==> config.mk <==
export PLATFORM = sky130hd
export DESIGN_NAME = cpu8_register_alu_execute_core
export DESIGN_NICKNAME = d
export VERILOG_FILES = /design/src/rtl/core/cpu8alu_pkg.sv /design/src/rtl/core/cpu8alu_exec.sv /design/src/rtl/core/cpu8alu_state.sv /design/src/rtl/core/cpu8_register_alu_execute_core.sv
export SDC_FILE = /design/constraint.sdc
export NUM_CORES = 1
export LEC_CHECK = 0
export ABC_AREA = 1
export BUFFER_PORTS_ARGS = -buffer_cell sky130_fd_sc_hd__buf_4
export CAP_MARGIN = 20
export CORE_AREA = 2 2 113 224
export CTS_CLUSTER_DIAMETER = 120
export DETAILED_ROUTE_END_ITERATION = 16
export DIE_AREA = 0 0 115 226
export PLACE_DENSITY_LB_ADDON = 0.2
export SYNTH_ARGS = -nofsm -noshare
export SYNTH_HDL_FRONTEND = slang
export SYNTH_SLANG_ARGS = --single-unit
==> constraint.sdc <==
create_clock -name clk -period 5.2 [get_ports clk]
set_clock_uncertainty 0.2 [all_clocks]
set_input_delay 0.78 -clock clk [delete_from_list [all_inputs] [get_ports clk]]
set_output_delay 0.78 -clock clk [all_outputs]
set_load 0.005 [all_outputs]
==> src/rtl/core/cpu8alu_pkg.sv <==
`timescale 1ns / 1ps
// ---------------------------------------------------------------------------
// cpu8alu_pkg
// Shared types and constants for the 8-bit register/ALU execute core.
// ---------------------------------------------------------------------------
package cpu8alu_pkg;

  // Operation codes carried in the action field
  typedef enum logic [4:0] {
    ACT_ADC   = 5'd0,
    ACT_AND   = 5'd1,
    ACT_ORA   = 5'd2,
    ACT_EOR   = 5'd3,
    ACT_CMP   = 5'd4,
    ACT_CPX   = 5'd5,
    ACT_CPY   = 5'd6,
    ACT_BIT   = 5'd7,
    ACT_ASL_A = 5'd8,
    ACT_ASL_M = 5'd9,
    ACT_LSR_A = 5'd10,
    ACT_LSR_M = 5'd11,
    ACT_INC   = 5'd12,
    ACT_DEC   = 5'd13,
    ACT_INX   = 5'd14,
    ACT_INY   = 5'd15,
    ACT_DEX   = 5'd16,
    ACT_DEY   = 5'd17,
    ACT_LDA   = 5'd18,
    ACT_LDX   = 5'd19,
    ACT_LDY   = 5'd20,
    ACT_CLC   = 5'd21,
    ACT_CLD   = 5'd22,
    ACT_CLI   = 5'd23,
    ACT_CLV   = 5'd24,
    ACT_PHA   = 5'd25,
    ACT_PHP   = 5'd26
  } action_t;

  // Status bit positions
  localparam int FLAG_C = 0;
  localparam int FLAG_Z = 1;
  localparam int FLAG_I = 2;
  localparam int FLAG_D = 3;
  localparam int FLAG_B = 4;
  localparam int FLAG_U = 5;
  localparam int FLAG_V = 6;
  localparam int FLAG_N = 7;

  // Stack lives in page one
  localparam logic [7:0] STACK_PAGE = 8'h01;

  // One input beat
  typedef struct packed {
    logic [4:0] action;
    logic [7:0] operand;
  } item_t;

  // One result beat
  typedef struct packed {
    logic [7:0]  acc_out;
    logic [7:0]  x_out;
    logic [7:0]  y_out;
    logic [7:0]  flags_out;
    logic        mem_write;
    logic        mem_is_stack;
    logic [15:0] mem_address;
    logic [7:0]  mem_data;
  } result_t;

  // Architectural registers
  typedef struct packed {
    logic [7:0] a;
    logic [7:0] x;
    logic [7:0] y;
    logic [7:0] p;
    logic [7:0] sp;
  } arch_t;

endpackage

==> src/rtl/core/cpu8alu_exec.sv <==
`timescale 1ns / 1ps
// ---------------------------------------------------------------------------
// cpu8alu_exec
// Single-pass execute logic: one operation against the current registers,
// giving the next register values and the memory write of the operation.
// ---------------------------------------------------------------------------
module cpu8alu_exec
  import cpu8alu_pkg::*;
(
  input  item_t   item,
  input  arch_t   arch,
  output arch_t   arch_next,
  output result_t result
);

  logic [8:0] sum;
  logic [8:0] diff;
  logic [7:0] cmp_reg;
  logic [7:0] val;
  logic       set_zn;
  logic       wr;
  logic       stk;
  logic [7:0] data;
  logic [7:0] m;

  assign m = item.operand;

  // Pick the register that a compare works on
  always_comb begin
    case (item.action)
      ACT_CPX: cmp_reg = arch.x;
      ACT_CPY: cmp_reg = arch.y;
      default: cmp_reg = arch.a;
    endcase
  end

  // Adder for ADC; subtractor shared by the compares
  assign sum  = {1'b0, arch.a} + {1'b0, m} + {8'd0, arch.p[FLAG_C]};
  assign diff = {1'b0, cmp_reg} - {1'b0, m};

  // Decode the operation
  always_comb begin
    arch_next = arch;
    val       = 8'd0;
    set_zn    = 1'b0;
    wr        = 1'b0;
    stk       = 1'b0;
    data      = 8'd0;
    case (item.action)
      ACT_ADC: begin
        val                 = sum[7:0];
        set_zn              = 1'b1;
        arch_next.a         = sum[7:0];
        arch_next.p[FLAG_C] = sum[8];
        arch_next.p[FLAG_V] = ~(arch.a[7] ^ m[7]) & (arch.a[7] ^ sum[7]);
      end
      ACT_AND: begin
        val         = arch.a & m;
        set_zn      = 1'b1;
        arch_next.a = arch.a & m;
      end
      ACT_ORA: begin
        val         = arch.a | m;
        set_zn      = 1'b1;
        arch_next.a = arch.a | m;
      end
      ACT_EOR: begin
        val         = arch.a ^ m;
        set_zn      = 1'b1;
        arch_next.a = arch.a ^ m;
      end
      ACT_CMP, ACT_CPX, ACT_CPY: begin
        val                 = diff[7:0];
        set_zn              = 1'b1;
        arch_next.p[FLAG_C] = ~diff[8];
      end
      ACT_BIT: begin
        arch_next.p[FLAG_Z] = ((arch.a & m) == 8'd0);
        arch_next.p[FLAG_N] = m[7];
        arch_next.p[FLAG_V] = m[6];
      end
      ACT_ASL_A: begin
        val                 = {arch.a[6:0], 1'b0};
        set_zn              = 1'b1;
        arch_next.a         = {arch.a[6:0], 1'b0};
        arch_next.p[FLAG_C] = arch.a[7];
      end
      ACT_ASL_M: begin
        val                 = {m[6:0], 1'b0};
        set_zn              = 1'b1;
        arch_next.p[FLAG_C] = m[7];
        wr                  = 1'b1;
        data                = {m[6:0], 1'b0};
      end
      ACT_LSR_A: begin
        val                 = {1'b0, arch.a[7:1]};
        set_zn              = 1'b1;
        arch_next.a         = {1'b0, arch.a[7:1]};
        arch_next.p[FLAG_C] = arch.a[0];
      end
      ACT_LSR_M: begin
        val                 = {1'b0, m[7:1]};
        set_zn              = 1'b1;
        arch_next.p[FLAG_C] = m[0];
        wr                  = 1'b1;
        data                = {1'b0, m[7:1]};
      end
      ACT_INC: begin
        val    = m + 8'd1;
        set_zn = 1'b1;
        wr     = 1'b1;
        data   = m + 8'd1;
      end
      ACT_DEC: begin
        val    = m - 8'd1;
        set_zn = 1'b1;
        wr     = 1'b1;
        data   = m - 8'd1;
      end
      ACT_INX: begin
        val         = arch.x + 8'd1;
        set_zn      = 1'b1;
        arch_next.x = arch.x + 8'd1;
      end
      ACT_INY: begin
        val         = arch.y + 8'd1;
        set_zn      = 1'b1;
        arch_next.y = arch.y + 8'd1;
      end
      ACT_DEX: begin
        val         = arch.x - 8'd1;
        set_zn      = 1'b1;
        arch_next.x = arch.x - 8'd1;
      end
      ACT_DEY: begin
        val         = arch.y - 8'd1;
        set_zn      = 1'b1;
        arch_next.y = arch.y - 8'd1;
      end
      ACT_LDA: begin
        val         = m;
        set_zn      = 1'b1;
        arch_next.a = m;
      end
      ACT_LDX: begin
        val         = m;
        set_zn      = 1'b1;
        arch_next.x = m;
      end
      ACT_LDY: begin
        val         = m;
        set_zn      = 1'b1;
        arch_next.y = m;
      end
      ACT_CLC: arch_next.p[FLAG_C] = 1'b0;
      ACT_CLD: arch_next.p[FLAG_D] = 1'b0;
      ACT_CLI: arch_next.p[FLAG_I] = 1'b0;
      ACT_CLV: arch_next.p[FLAG_V] = 1'b0;
      ACT_PHA: begin
        wr           = 1'b1;
        stk          = 1'b1;
        data         = arch.a;
        arch_next.sp = arch.sp - 8'd1;
      end
      ACT_PHP: begin
        wr           = 1'b1;
        stk          = 1'b1;
        data         = arch.p;
        data[FLAG_B] = 1'b1;
        data[FLAG_U] = 1'b1;
        arch_next.sp = arch.sp - 8'd1;
      end
      default: ;
    endcase

    // Zero and negative follow the result value
    if (set_zn) begin
      arch_next.p[FLAG_Z] = (val == 8'd0);
      arch_next.p[FLAG_N] = val[7];
    end
  end

  // Assemble the result beat from the updated registers
  always_comb begin
    result.acc_out      = arch_next.a;
    result.x_out        = arch_next.x;
    result.y_out        = arch_next.y;
    result.flags_out    = arch_next.p;
    result.mem_write    = wr;
    result.mem_is_stack = stk;
    result.mem_address  = stk ? {STACK_PAGE, arch.sp} : 16'd0;
    result.mem_data     = data;
  end

endmodule

==> src/rtl/core/cpu8alu_state.sv <==
`timescale 1ns / 1ps
// ---------------------------------------------------------------------------
// cpu8alu_state
// Architectural register file: A, X, Y, status and stack pointer,
// loaded as one group when an operation retires.
// ---------------------------------------------------------------------------
module cpu8alu_state
  import cpu8alu_pkg::*;
(
  input  logic  clk,
  input  logic  rst,
  input  logic  load,
  input  arch_t arch_next,
  output arch_t arch
);

  // Clear on reset, load on retire
  always_ff @(posedge clk) begin
    if (rst) begin
      arch <= '0;
    end else if (load) begin
      arch <= arch_next;
    end
  end

endmodule

==> src/rtl/core/cpu8_register_alu_execute_core.sv <==
`timescale 1ns / 1ps
// ---------------------------------------------------------------------------
// cpu8_register_alu_execute_core
// Execute stage of an 8-bit accumulator CPU: ALU, index registers, status
// flags and stack pointer, with push writes to page one.
//
//   channel  direction  handshake              payload
//   item     in         item_valid/item_stall  item_t   (action, operand)
//   result   out        result_valid/result_stall  result_t
//
// Each operation goes from the input register through the execute logic
// to the result register; one operation retires per cycle unless stalled.
// The input register feeds the execute logic; the register file updates
// at the same edge the result register loads, so back-to-back operations
// see each other's results. Reset clears the register file and valid bits.
// A stalled result holds the pipe; the input register still fills once.
// ---------------------------------------------------------------------------
module cpu8_register_alu_execute_core
  import cpu8alu_pkg::*;
(
  input  logic    clk,
  input  logic    rst,
  input  logic    item_valid,
  output logic    item_stall,
  input  item_t   item,
  output logic    result_valid,
  input  logic    result_stall,
  output result_t result
);

  logic    stage_valid;
  item_t   stage_item;
  logic    advance;
  arch_t   arch;
  arch_t   arch_next;
  result_t exec_result;

  // Execute stage moves when the result register is free or draining
  assign advance    = stage_valid & (~result_valid | ~result_stall);
  assign item_stall = stage_valid & ~advance;

  // Input register
  always_ff @(posedge clk) begin
    if (rst) begin
      stage_valid <= 1'b0;
    end else if (~item_stall) begin
      stage_valid <= item_valid;
    end
  end

  always_ff @(posedge clk) begin
    if (~item_stall && item_valid) begin
      stage_item <= item;
    end
  end

  cpu8alu_exec u_exec (
    .item      (stage_item),
    .arch      (arch),
    .arch_next (arch_next),
    .result    (exec_result)
  );

  cpu8alu_state u_state (
    .clk       (clk),
    .rst       (rst),
    .load      (advance),
    .arch_next (arch_next),
    .arch      (arch)
  );

  // Result register: hold while stalled
  always_ff @(posedge clk) begin
    if (rst) begin
      result_valid <= 1'b0;
    end else if (~result_valid | ~result_stall) begin
      result_valid <= stage_valid;
    end
  end

  always_ff @(posedge clk) begin
    if (advance) begin
      result <= exec_result;
    end
  end

endmodule
Yosys cells after proc, flatten, opt, wreduce, memory -nomap -nowiden --
Cells that the tools add are included.
Word-level totals: bits in registers 109, input port bits 17, output and inout port bits 60, word-level logic and storage cells 97
Cells by class: add/sub/neg operators 10, eq/ne operators 26, mux-type cells 18, bitwise logic cells 15, reduce and logical (&&, ||, !) cells 10
Operators with widths (count):
- $pmux W8 S16 | 1
- $pmux W8 S7 | 1
- $eq A5 B5 Y1 const B | 11
- $pmux W8 S3 | 2
- $pmux W8 S6 | 1
- $eq A5 B4 Y1 const B | 8
- $sub A8 B1 Y8 const B | 4
- $add A8 B1 Y8 const B | 3
- $eq A5 B3 Y1 const B | 4
- $reduce_or A20 Y1 | 1
- $logic_not A8 Y1 | 2
- $pmux W8 S2 | 1
- $eq A5 B2 Y1 const B | 2
- $add A8 B8 Y9 | 1
- $add A9 B1 Y9 | 1
- $mux W1 | 9
- $mux W9 | 1
- $sub A8 B8 Y9 | 1
- $and A8 B8 Y8 | 1
- $or A8 B8 Y8 | 1
- $xor A8 B8 Y8 | 1
- $pmux W1 S7 | 1
- $not A1 Y1 | 6
- $reduce_or A3 Y1 | 2
- other kinds (10) | 13

Longest topological paths before layout --
Gate-level depths: netlist of the first run.
depth after elaboration 7, gate-level depth with buffers 25, depth with buffers taken out 24

By module --
From an unflattened synthesis of the first run, not the netlist that was laid out.
Second synthesis, totals: cells, all modules 1212, area total of the unflattened synthesis 8271.7 um^2
By module, submodules not included:
- cpu8alu_exec | times used 1, cells an instance 875, area an instance 4386.7 um^2, seq. area each 0.0 um^2
- cpu8_register_alu_execute_core | times used 1, cells an instance 83, area an instance 2223.4 um^2, seq. area each 2172.1 um^2
- cpu8alu_state | times used 1, cells an instance 254, area an instance 1661.6 um^2, seq. area each 800.8 um^2

Worst setup path before layout of the first run --
OpenSTA, ideal clock, no wires.
path type input port to flip-flop, start in result_stall, end reg, netlist name u_state.arch[19], setup time 0.090 ns, arrival time 2.851 ns, required time 4.910 ns, path slack 2.058 ns, stages 6, path buffers 1, cells stage by stage nand2_1 inv_1 nor2_1 clkbuf_1 o21ai_0 a21oi_1
On the way: longest elaborated chain between the ends 3
RTL lines:
- start, declared | RTL line cpu8_register_alu_execute_core.sv:27 | input logic result_stall,
- $not A1 Y1 | RTL line cpu8_register_alu_execute_core.sv:39 | assign advance = stage_valid & (~result_valid | ~result_stall);
- $or A1 B1 Y1 | RTL line cpu8_register_alu_execute_core.sv:39
- $and A1 B1 Y1 | RTL line cpu8_register_alu_execute_core.sv:39
- via advance | RTL line cpu8_register_alu_execute_core.sv:33 | logic advance;
The timed path passes the listed nets, and every way through them passes these cells. A chain may end at the register's enable or synchronous reset.

==> results of run 1 <==
==> metal layers <==
| layer | track usage (%) | share of wire [%] | vias to the layer above |
|---|---|---|---|
| li1 | - | - | 3474 |
| met1 | 21.6 | 32 | 3355 |
| met2 | 43.3 | 53 | 308 |
| met3 | 3.89 | 4.4 | 140 |
| met4 | 21.1 | 11 | 0 |
| met5 | 0 | 0 | - |
==> state kept, by name, indices dropped and copies added (netlist names) <==
register	cells
u_state.arch	38
result_valid	1
result	48
stage_valid	1
stage_item	13
==> power by group through the flow <==
stage | clock, mW | sequential [mW] | combinational, mW
after detailed placement | 0 | 0.978 | 0.450
after global placement | 0 | 0.979 | 0.451
after CTS | 0.786 | 0.960 | 0.453
after floorplan | 0 | 0.946 | 0.300
final | 0.760 | 0.962 | 0.455
after global routing | 0.805 | 0.965 | 0.510
==> critical path, stage by stage (launching register included) <==
cell	delay (ns)
sky130_fd_sc_hd__edfxtp_1	0.57
sky130_fd_sc_hd__inv_2	0.31
sky130_fd_sc_hd__nand3_1	0.17
sky130_fd_sc_hd__nor2_1	0.24
sky130_fd_sc_hd__inv_1	0.19
sky130_fd_sc_hd__a21oi_1	0.17
sky130_fd_sc_hd__o21ai_0	0.10
sky130_fd_sc_hd__o21ai_0	0.08
sky130_fd_sc_hd__inv_1	0.10
sky130_fd_sc_hd__fa_1	0.46
sky130_fd_sc_hd__nand4_1	0.12
sky130_fd_sc_hd__nand3_1	0.13
sky130_fd_sc_hd__nand2_1	0.09
sky130_fd_sc_hd__a21oi_1	0.05
sky130_fd_sc_hd__o21ai_0	0.17
sky130_fd_sc_hd__nand2_1	0.07
sky130_fd_sc_hd__nor2_1	0.08
sky130_fd_sc_hd__nand3_1	0.11
sky130_fd_sc_hd__o21ai_0	0.16
sky130_fd_sc_hd__inv_1	0.05
==> area by class of cell <==
class / instances / share of cell area, %
Sequential cell: 101 / 31.9
Inverter: 141 / 6.41
Clock inverter: 6 / 1.14
Timing Repair Buffer: 76 / 6.91
Tap cell: 290 / 4.40
Clock buffer: 10 / 2.77
Multi-Input combinational cell: 736 / 46.5
==> worst min path at each step <==
stage | endpoint | slack [ns] | cells after the start
detailed placement | u_state.arch[0] | 0.25 | 1
floorplan | u_state.arch[0] | 0.22 | 1
finish | u_state.arch[0] | 0.26 | 1
CTS | u_state.arch[0] | 0.26 | 1
global placement | u_state.arch[0] | 0.24 | 1
global route | u_state.arch[0] | 0.28 | 1
==> synth_stat cells (5+ instances only) <==
| cell type | n |
|---|---|
| sky130_fd_sc_hd__nand3_1 | 106 |
| sky130_fd_sc_hd__a22oi_1 | 5 |
| sky130_fd_sc_hd__nor2_4 | 5 |
| sky130_fd_sc_hd__inv_1 | 128 |
| sky130_fd_sc_hd__nor2_2 | 9 |
| sky130_fd_sc_hd__nand2_1 | 223 |
| sky130_fd_sc_hd__a21oi_1 | 60 |
| sky130_fd_sc_hd__clkbuf_1 | 16 |
| sky130_fd_sc_hd__dfxtp_1 | 40 |
| sky130_fd_sc_hd__edfxtp_1 | 61 |
| sky130_fd_sc_hd__inv_2 | 8 |
| sky130_fd_sc_hd__nor2_1 | 129 |
| sky130_fd_sc_hd__o2111ai_1 | 10 |
| sky130_fd_sc_hd__o221ai_1 | 7 |
| sky130_fd_sc_hd__nor3_1 | 10 |
| sky130_fd_sc_hd__clkinv_1 | 5 |
| sky130_fd_sc_hd__a211oi_1 | 8 |
| sky130_fd_sc_hd__o21ai_0 | 53 |
| sky130_fd_sc_hd__ha_1 | 32 |
| sky130_fd_sc_hd__nand4_1 | 19 |
| sky130_fd_sc_hd__buf_4 | 11 |
| sky130_fd_sc_hd__xor2_1 | 5 |
==> through the flow <==
| stage | setup WS (ns) | util (%) | std cells | hold WS [ns] |
|---|---|---|---|---|
| floorplan | 2.06 | - | 1012 | 0.222 |
| global placement | 1.57 | 32.6 | 1344 | 0.237 |
| detailed placement | 1.54 | 32.6 | 1344 | 0.247 |
| CTS | 1.52 | 33.9 | 1360 | 0.259 |
| global route | 1.07 | 33.9 | 1360 | 0.279 |
| finish | 1.49 | 33.9 | 1360 | 0.259 |
==> cells by family after synthesis <==
| kind of cell | count (synthesis) | synth area share, % |
|---|---|---|
| buffers and inverters | 175 | 10.0 |
| other | 1 | 0.0525 |
| AOI/OAI and AO/OA | 168 | 14.1 |
| xor gates and xnor gates | 6 | 0.735 |
| DFF | 101 | 36.8 |
| adders and majority gates | 35 | 6.44 |
| and+or+nand+nor | 518 | 31.8 |
==> results.md, run 1 <==
| Step | Metric | This run |
|---|---|---|
| worst setup path | Launching point of the worst reg2reg path | stage_item[12] |
| power | Switching power as a share of total power | 32.0% |
| yosys | Distinct cells, synth | 49 |
| layout | Most frequent standard cell in the layout excluding fill and tap cells | sky130_fd_sc_hd__nand2_1 |
| job | Total of max-cap violations | 0 |
| sta | Setup-violating endpoint count in the final report | 0 |
| routing | Number of DRC violations after detailed-routing iteration 0 | 504 |
| floorplan | Chip Height | 226 µm |
| cts | Clock transition at the registers of the reported paths | 0.07 ns |
| global routing | Number of antenna violations at the first check in global routing | 0 |
| yosys | Cell accounting for the most synthesized area | sky130_fd_sc_hd__edfxtp_1 |
| power | Internal power | 1.48 mW |
| worst hold path | Source of the worst hold timing path | u_state.arch[0] |
| yosys | Count of mapped cells out of synthesis | 1004 |
| routing | Total DRC errors in the routed layout | 0 |
| worst setup path | Depth of the worst register-to-register path | 19 |
| global routing | Remaining Overflow, GRT | 0 |
| sta | Setup TNS | 0 ns |
| power | Logic gate share of total power | 20.9% |
| yosys | Netlist Area Pre-Place | 7150 µm² |
| global routing | Maximum number of pins on one net before global-route repair | 58 |
| worst setup path | Data required time of the critical path | 5.27 ns |
| layout | Proportion of layout cells with a drive suffix above 1 | 11.9% |
| yosys | Number of synthesized flops with an enable pin | 61 |
| floorplan | Die Width | 115 µm |
| layout | Area delta synth->final | 15.5% |
| place | Hpwl dp | 23400 µm |
| yosys | Post-synth top area share | 25.6% |
| floorplan | Die Footprint | 26000 µm² |
| place | Global placement routability congestion | 0.977 |
| worst setup path | Data arrival time of the critical path | 3.78 ns |
| cts | Count of buffers added by post-CTS timing repair for setup | 0 |
| power | Leakage power of the design | 3.79 nW |
| cts | Clock latency of the later-clocked register in the worst-skew pair | 0.38 ns |
| cts | Hold buffer count at CTS | 0 |
| cts | Number of resized instances in the post-cts repair step | 0 |
| layout | Register Area | 2630 µm² |
| layout | Antenna diode instance count | 0 |
| yosys | Share of the yosys chip area belonging to registers | 36.8% |
| routing | 1st-pass router iterations | 6 |
| place | Cell area reported after detailed placement | 7930 µm² |
| sta | F_max | 269 MHz |
| cts | CTS tree | built |
| cts | Clock Root Buffer | sky130_fd_sc_hd__clkbuf_16 |
| floorplan | Site row count | 81 |
| yosys | Proportion of synthesized flip-flops having asynchronous set or reset | 0% |
| layout | Cell area after layout | 8250 µm² |
| global routing | First-pass GRT wire length | 44000 µm |
| global routing | Via count of the first global-routing pass | 7119 |
| routing | Via Count | 7277 |
| sta | Normalized max-slew margin | 38.2% |
| routing | Mean number of vias per cell | 5.35 |
| sta | Number of hold-slack violations in the final timing report | 0 |
| worst setup path | Crit path launch | stage_item[12] |
| routing | Average wire per standard cell | 21.8 µm |
| power | Share of power burned in the clock network | 34.9% |
| floorplan | Core region area | 24300 µm² |
| routing | Antenna-violating nets left | 0 |
| yosys | Yosys Warn Count | 0 |
| place | Number of port buffers | 67 |
| worst hold path | Class of the most critical hold timing path | flip-flop to flip-flop |
| power | Power spent charging and discharging nets | 0.698 mW |
| run status | Result of the run | complete, no violations |
| sta | Slew at the pin with the worst max-slew slack | 0.924 ns |
| yosys | Primary flip-flop cell chosen by synthesis mapping | sky130_fd_sc_hd__edfxtp_1 |
| worst setup path | Category of the most critical setup path | flip-flop to flip-flop |
| sta | Time the worst path needs with I/O delays and setup | 3.71 ns |
| routing | Routed wire length | 29600 µm |
| layout | Count of nets after finishing | 1117 |
| power | PD cells | 264 nW/µm² |
| cts | Maximum level of the CTS H-tree | 3 |
| global routing | Global routing usage summed across all routing layers | 23.6% |
| worst setup path | Critical path capture point type | flip-flop |
| yosys | Largest cells by area after synthesis | sky130_fd_sc_hd__edfxtp_1 26%, sky130_fd_sc_hd__nand2_1 12%, sky130_fd_sc_hd__dfxtp_1 11% |
| layout | Fill cell total of the finished layout | 2646 |
| worst setup path | Worst setup endpoint | u_state.arch[8] |
| power | Sequential fraction of design power | 44.2% |
| worst setup path | Worst reg-to-reg setup slack | 1.49 ns |
| worst setup path | Reg-to-reg endpoint | u_state.arch[8] |
| sta | Unrepaired setup endpoints after global routing | false |
| power | Worst IR Drop VDD | 0.125 mV |
| layout | Area of the multi-input gates | 3830 µm² |
| yosys | #FFs+latches synth | 101 |
| sta | Count of pins over their slew limit | 0 |
| power | Overall power consumption | 2.18 mW |
| sta | Final clock period utilization by the worst path | 71.4% |
| layout | Commonest non-fill, non-tap cells in the layout | 223 x sky130_fd_sc_hd__nand2_1, 128 x sky130_fd_sc_hd__inv_1, 128 x sky130_fd_sc_hd__nor2_1 |
| yosys | Syn_area_per_cell | 7.12 µm² |
| worst setup path | Nature of the critical path startpoint | flip-flop |
| floorplan | Initial Util | 29.4% |
| cts | CTS Buf Count | 9 |
| floorplan | Total I/O pin count | 77 |
| cts | Clock sinks | 101 |
| cts | Clk buf depth | 2 |
| worst setup path | Maximum fanout along the worst path | 16 |
(Power assumes the default switching activity.)
==> inputs of run 2 (changes only) <==
clock period = 3.5 ns   (was 5.2 ns; I/O delays follow)
==> results.md, run 2 (same netlist as run 1, synthesis figures left out) <==
| Step | Metric | This run | Delta |
|---|---|---|---|
| routing | 1st-pass router iterations | 6 | unchanged |
| sta | Setup-violating endpoint count in the final report | 0 | unchanged |
| routing | Number of DRC violations after detailed-routing iteration 0 | 459 | -8.9% |
| layout | Fill cell total of the finished layout | 2673 | +1.0% |
| routing | Total DRC errors in the routed layout | 0 | unchanged |
| worst hold path | Number of cells on the worst hold path | 1 | unchanged |
| layout | Antenna diode instance count | 0 | unchanged |
| worst setup path | Data required time of the critical path | 3.44 ns | -1.83 ns |
| floorplan | Chip Height | 226 µm | unchanged |
| layout | Proportion of layout cells with a drive suffix above 1 | 16.3% | +4.4 points |
| place | Hpwl dp | 25100 µm | +7.0% |
| worst setup path | Maximum fanout along the worst path | 5 | -11 |
| layout | Biggest register | result |  |
| routing | Routed wire length | 31200 µm | +5.4% |
| worst hold path | Class of the most critical hold timing path | input port to flip-flop |  |
| layout | Most frequent standard cell in the layout excluding fill and tap cells | sky130_fd_sc_hd__nand2_1 |  |
| worst setup path | Nature of the critical path startpoint | flip-flop |  |
| layout | Post-layout utilization of the core | 35.4% | +1.5 points |
| layout | Area of the multi-input gates | 3870 µm² | +0.95% |
| global routing | First-pass GRT wire length | 45300 µm | +3.1% |
| global routing | Maximum number of pins on one net before global-route repair | 58 | unchanged |
| global routing | Remaining Overflow, GRT | 0 | unchanged |
| cts | CTS tree | built |  |
| power | Leakage power of the design | 4.00 nW | +5.6% |
| routing | Average wire per standard cell | 22.2 µm | +1.8% |
| sta | Final clock period utilization by the worst path | 93.5% | +22 points |
| global routing | Global routing usage summed across all routing layers | 24.5% | +0.94 points |
| power | Sequential fraction of design power | 44.0% | -0.2 points |
| global routing | Met3 Resource Use GR | 4.05% | +0.16 points |
| worst setup path | Worst reg-to-reg setup slack | 0.23 ns | -1.26 ns |
| layout | Register Area | 2630 µm² | unchanged |
| place | Number of port buffers | 67 | unchanged |
| routing | Antenna-violating nets left | 0 | unchanged |
| power | Logic gate share of total power | 24.1% | +3.2 points |
| power | Overall power consumption | 3.18 mW | +46% |
| floorplan | Die Width | 115 µm | unchanged |
| power | Share of power burned in the clock network | 31.9% | -3.0 points |
| worst setup path | Critical path capture point type | flip-flop |  |
| job | Total of max-cap violations | 0 | unchanged |
| run status | Result of the run | complete, no violations |  |
| global routing | Most heavily used metal layer in global routing | met2 |  |
| floorplan | Site row count | 81 | unchanged |
| sta | Time the worst path needs with I/O delays and setup | 3.27 ns | -0.438 ns |
| power | Power spent charging and discharging nets | 1.09 mW | +56% |
| layout | Registers with the highest flip-flop counts | result (48), u_state.arch (38), stage_item (13) |  |
| power | Switching power as a share of total power | 34.1% | +2.1 points |
| worst setup path | Depth of the worst register-to-register path | 17 | -2 |
| layout | Area delta synth->final | 20.4% |  |
| worst setup path | Data arrival time of the critical path | 3.21 ns | -0.57 ns |
| floorplan | Initial Util | 29.4% | unchanged |
| sta | Number of hold-slack violations in the final timing report | 0 | unchanged |
| cts | Clock sinks | 101 | unchanged |
| cts | Maximum level of the CTS H-tree | 3 | unchanged |
| layout | Number of flip-flops in the largest register | 48 | unchanged |
| worst hold path | End point of the worst hold path | stage_item[1] |  |
| power | Worst IR Drop VDD | 0.180 mV | +44% |
| floorplan | Total I/O pin count | 77 | unchanged |
| cts | Clock Root Buffer | sky130_fd_sc_hd__clkbuf_16 |  |
| power | PD cells | 370 nW/µm² | +40% |
| layout | Commonest non-fill, non-tap cells in the layout | 223 x sky130_fd_sc_hd__nand2_1, 126 x sky130_fd_sc_hd__inv_1, 126 x sky130_fd_sc_hd__nor2_1 |  |
| cts | Hold buffer count at CTS | 0 | unchanged |
| sta | Slew at the pin with the worst max-slew slack | 0.766 ns | -0.158 ns |
| worst setup path | Category of the most critical setup path | flip-flop to flip-flop |  |
| cts | Clock latency of the later-clocked register in the worst-skew pair | 0.38 ns | about the same |
| global routing | Via count of the first global-routing pass | 7235 | +1.6% |
| cts | Clk buf depth | 2 | unchanged |
| worst setup path | Launching point of the worst reg2reg path | stage_item[9] |  |
| floorplan | Die Footprint | 26000 µm² | unchanged |
| global routing | Met2 global-route usage | 44.7% | +1.5 points |
| sta | Normalized max-slew margin | 48.9% | +11 points |
| worst hold path | Source of the worst hold timing path | item[1] |  |
| cts | Clock transition at the registers of the reported paths | 0.07 ns | about the same |
| sta | F_max | 305 MHz | +13% |
| power | Internal power | 2.10 mW | +42% |
| layout | Count of nets after finishing | 1164 | +4.2% |
| global routing | Number of antenna violations at the first check in global routing | 0 | unchanged |
| sta | Count of pins over their slew limit | 0 | unchanged |
| floorplan | Core region area | 24300 µm² | unchanged |
| global routing | Global Route met1 Usage | 21.6% | +0.076 points |
| cts | CTS Buf Count | 9 | unchanged |
| place | Global placement routability congestion | 1.04 | +6.9% |
| worst setup path | Reg-to-reg endpoint | result[27] |  |
| routing | Via Count | 7466 | +2.6% |
| routing | Mean number of vias per cell | 5.31 | -0.83% |
-- run 2: timing repair --
action                                  CTS  global route
buffers inserted                          0             6
endpoints found under the setup margin    0             6
resized for setup                         0             9
-- run 2: power groups by stage --
| stage | Combinational, mW | Sequential, mW | Clock, mW |
|---|---|---|---|
| 2_1_floorplan | 0.445 | 1.41 | 0 |
| 3_3_place_gp | 0.745 | 1.43 | 0 |
| 3_5_place_dp | 0.744 | 1.43 | 0 |
| 4_1_cts | 0.746 | 1.40 | 1.05 |
| 5_1_grt | 0.840 | 1.41 | 1.07 |
| 6_report | 0.768 | 1.40 | 1.02 |
-- run 2: critical path, cell delays in order (launching register included) --
cell and delay, ns:
sky130_fd_sc_hd__edfxtp_1 0.50, sky130_fd_sc_hd__inv_2 0.12, sky130_fd_sc_hd__nor2_4 0.16, sky130_fd_sc_hd__nand2_1 0.10, sky130_fd_sc_hd__nor2_2 0.11, sky130_fd_sc_hd__inv_1 0.06
sky130_fd_sc_hd__buf_4 0.14, sky130_fd_sc_hd__o221ai_1 0.14, sky130_fd_sc_hd__ha_1 0.33, sky130_fd_sc_hd__a21oi_1 0.22, sky130_fd_sc_hd__nand2_1 0.13, sky130_fd_sc_hd__nand2_1 0.12
sky130_fd_sc_hd__o21bai_1 0.08, sky130_fd_sc_hd__or2_2 0.28, sky130_fd_sc_hd__nand3_1 0.10, sky130_fd_sc_hd__a21oi_1 0.07, sky130_fd_sc_hd__nand3_1 0.10, sky130_fd_sc_hd__nand2_1 0.06
-- run 2: through the flow --
stage                     cells  setup slack, ns  hold slack, ns  TNS [ns]  instance area (µm²)
final                      1407            0.226           0.113         0                 8610
after floorplan            1012            0.426           0.222         0                 7180
after global placement     1384            0.222           0.235         0                 8230
after CTS                  1400            0.147          0.0913         0                 8510
after detailed placement   1384            0.148           0.242         0                 8230
after global routing       1407          -0.0303           0.106   -0.0303                 8610
-- run 2: final cells by class --
class | instances | share of cell area, %
Clock inverter | 6 | 0.639
Sequential cell | 101 | 30.6
Multi-Input combinational cell | 736 | 45.0
Tap cell | 290 | 4.21
Timing Repair Buffer | 123 | 10.8
Clock buffer | 10 | 2.66
Inverter | 141 | 6.15
-- run 2: worst max path at each step --
| stage | end | from | cells past startpoint |
|---|---|---|---|
| floorplan | u_state.arch[8] | stage_item[12] | 20 |
| global placement | result[27] | stage_item[8] | 16 |
| detailed placement | result[27] | stage_item[8] | 16 |
| CTS | result[27] | stage_item[8] | 16 |
| global route | u_state.arch[9] | stage_item[9] | 23 |
| finish | result[27] | stage_item[9] | 17 |
-- run 2: routing by layer --
metal | part of all wire, % | wire length [µm] | up-vias
li1 | - | - | 3564
met2 | 53 | 16400 | 273
met4 | 12 | 3600 | 0
met5 | 0 | 0 | -
met3 | 4.0 | 1250 | 136
met1 | 32 | 9930 | 3493
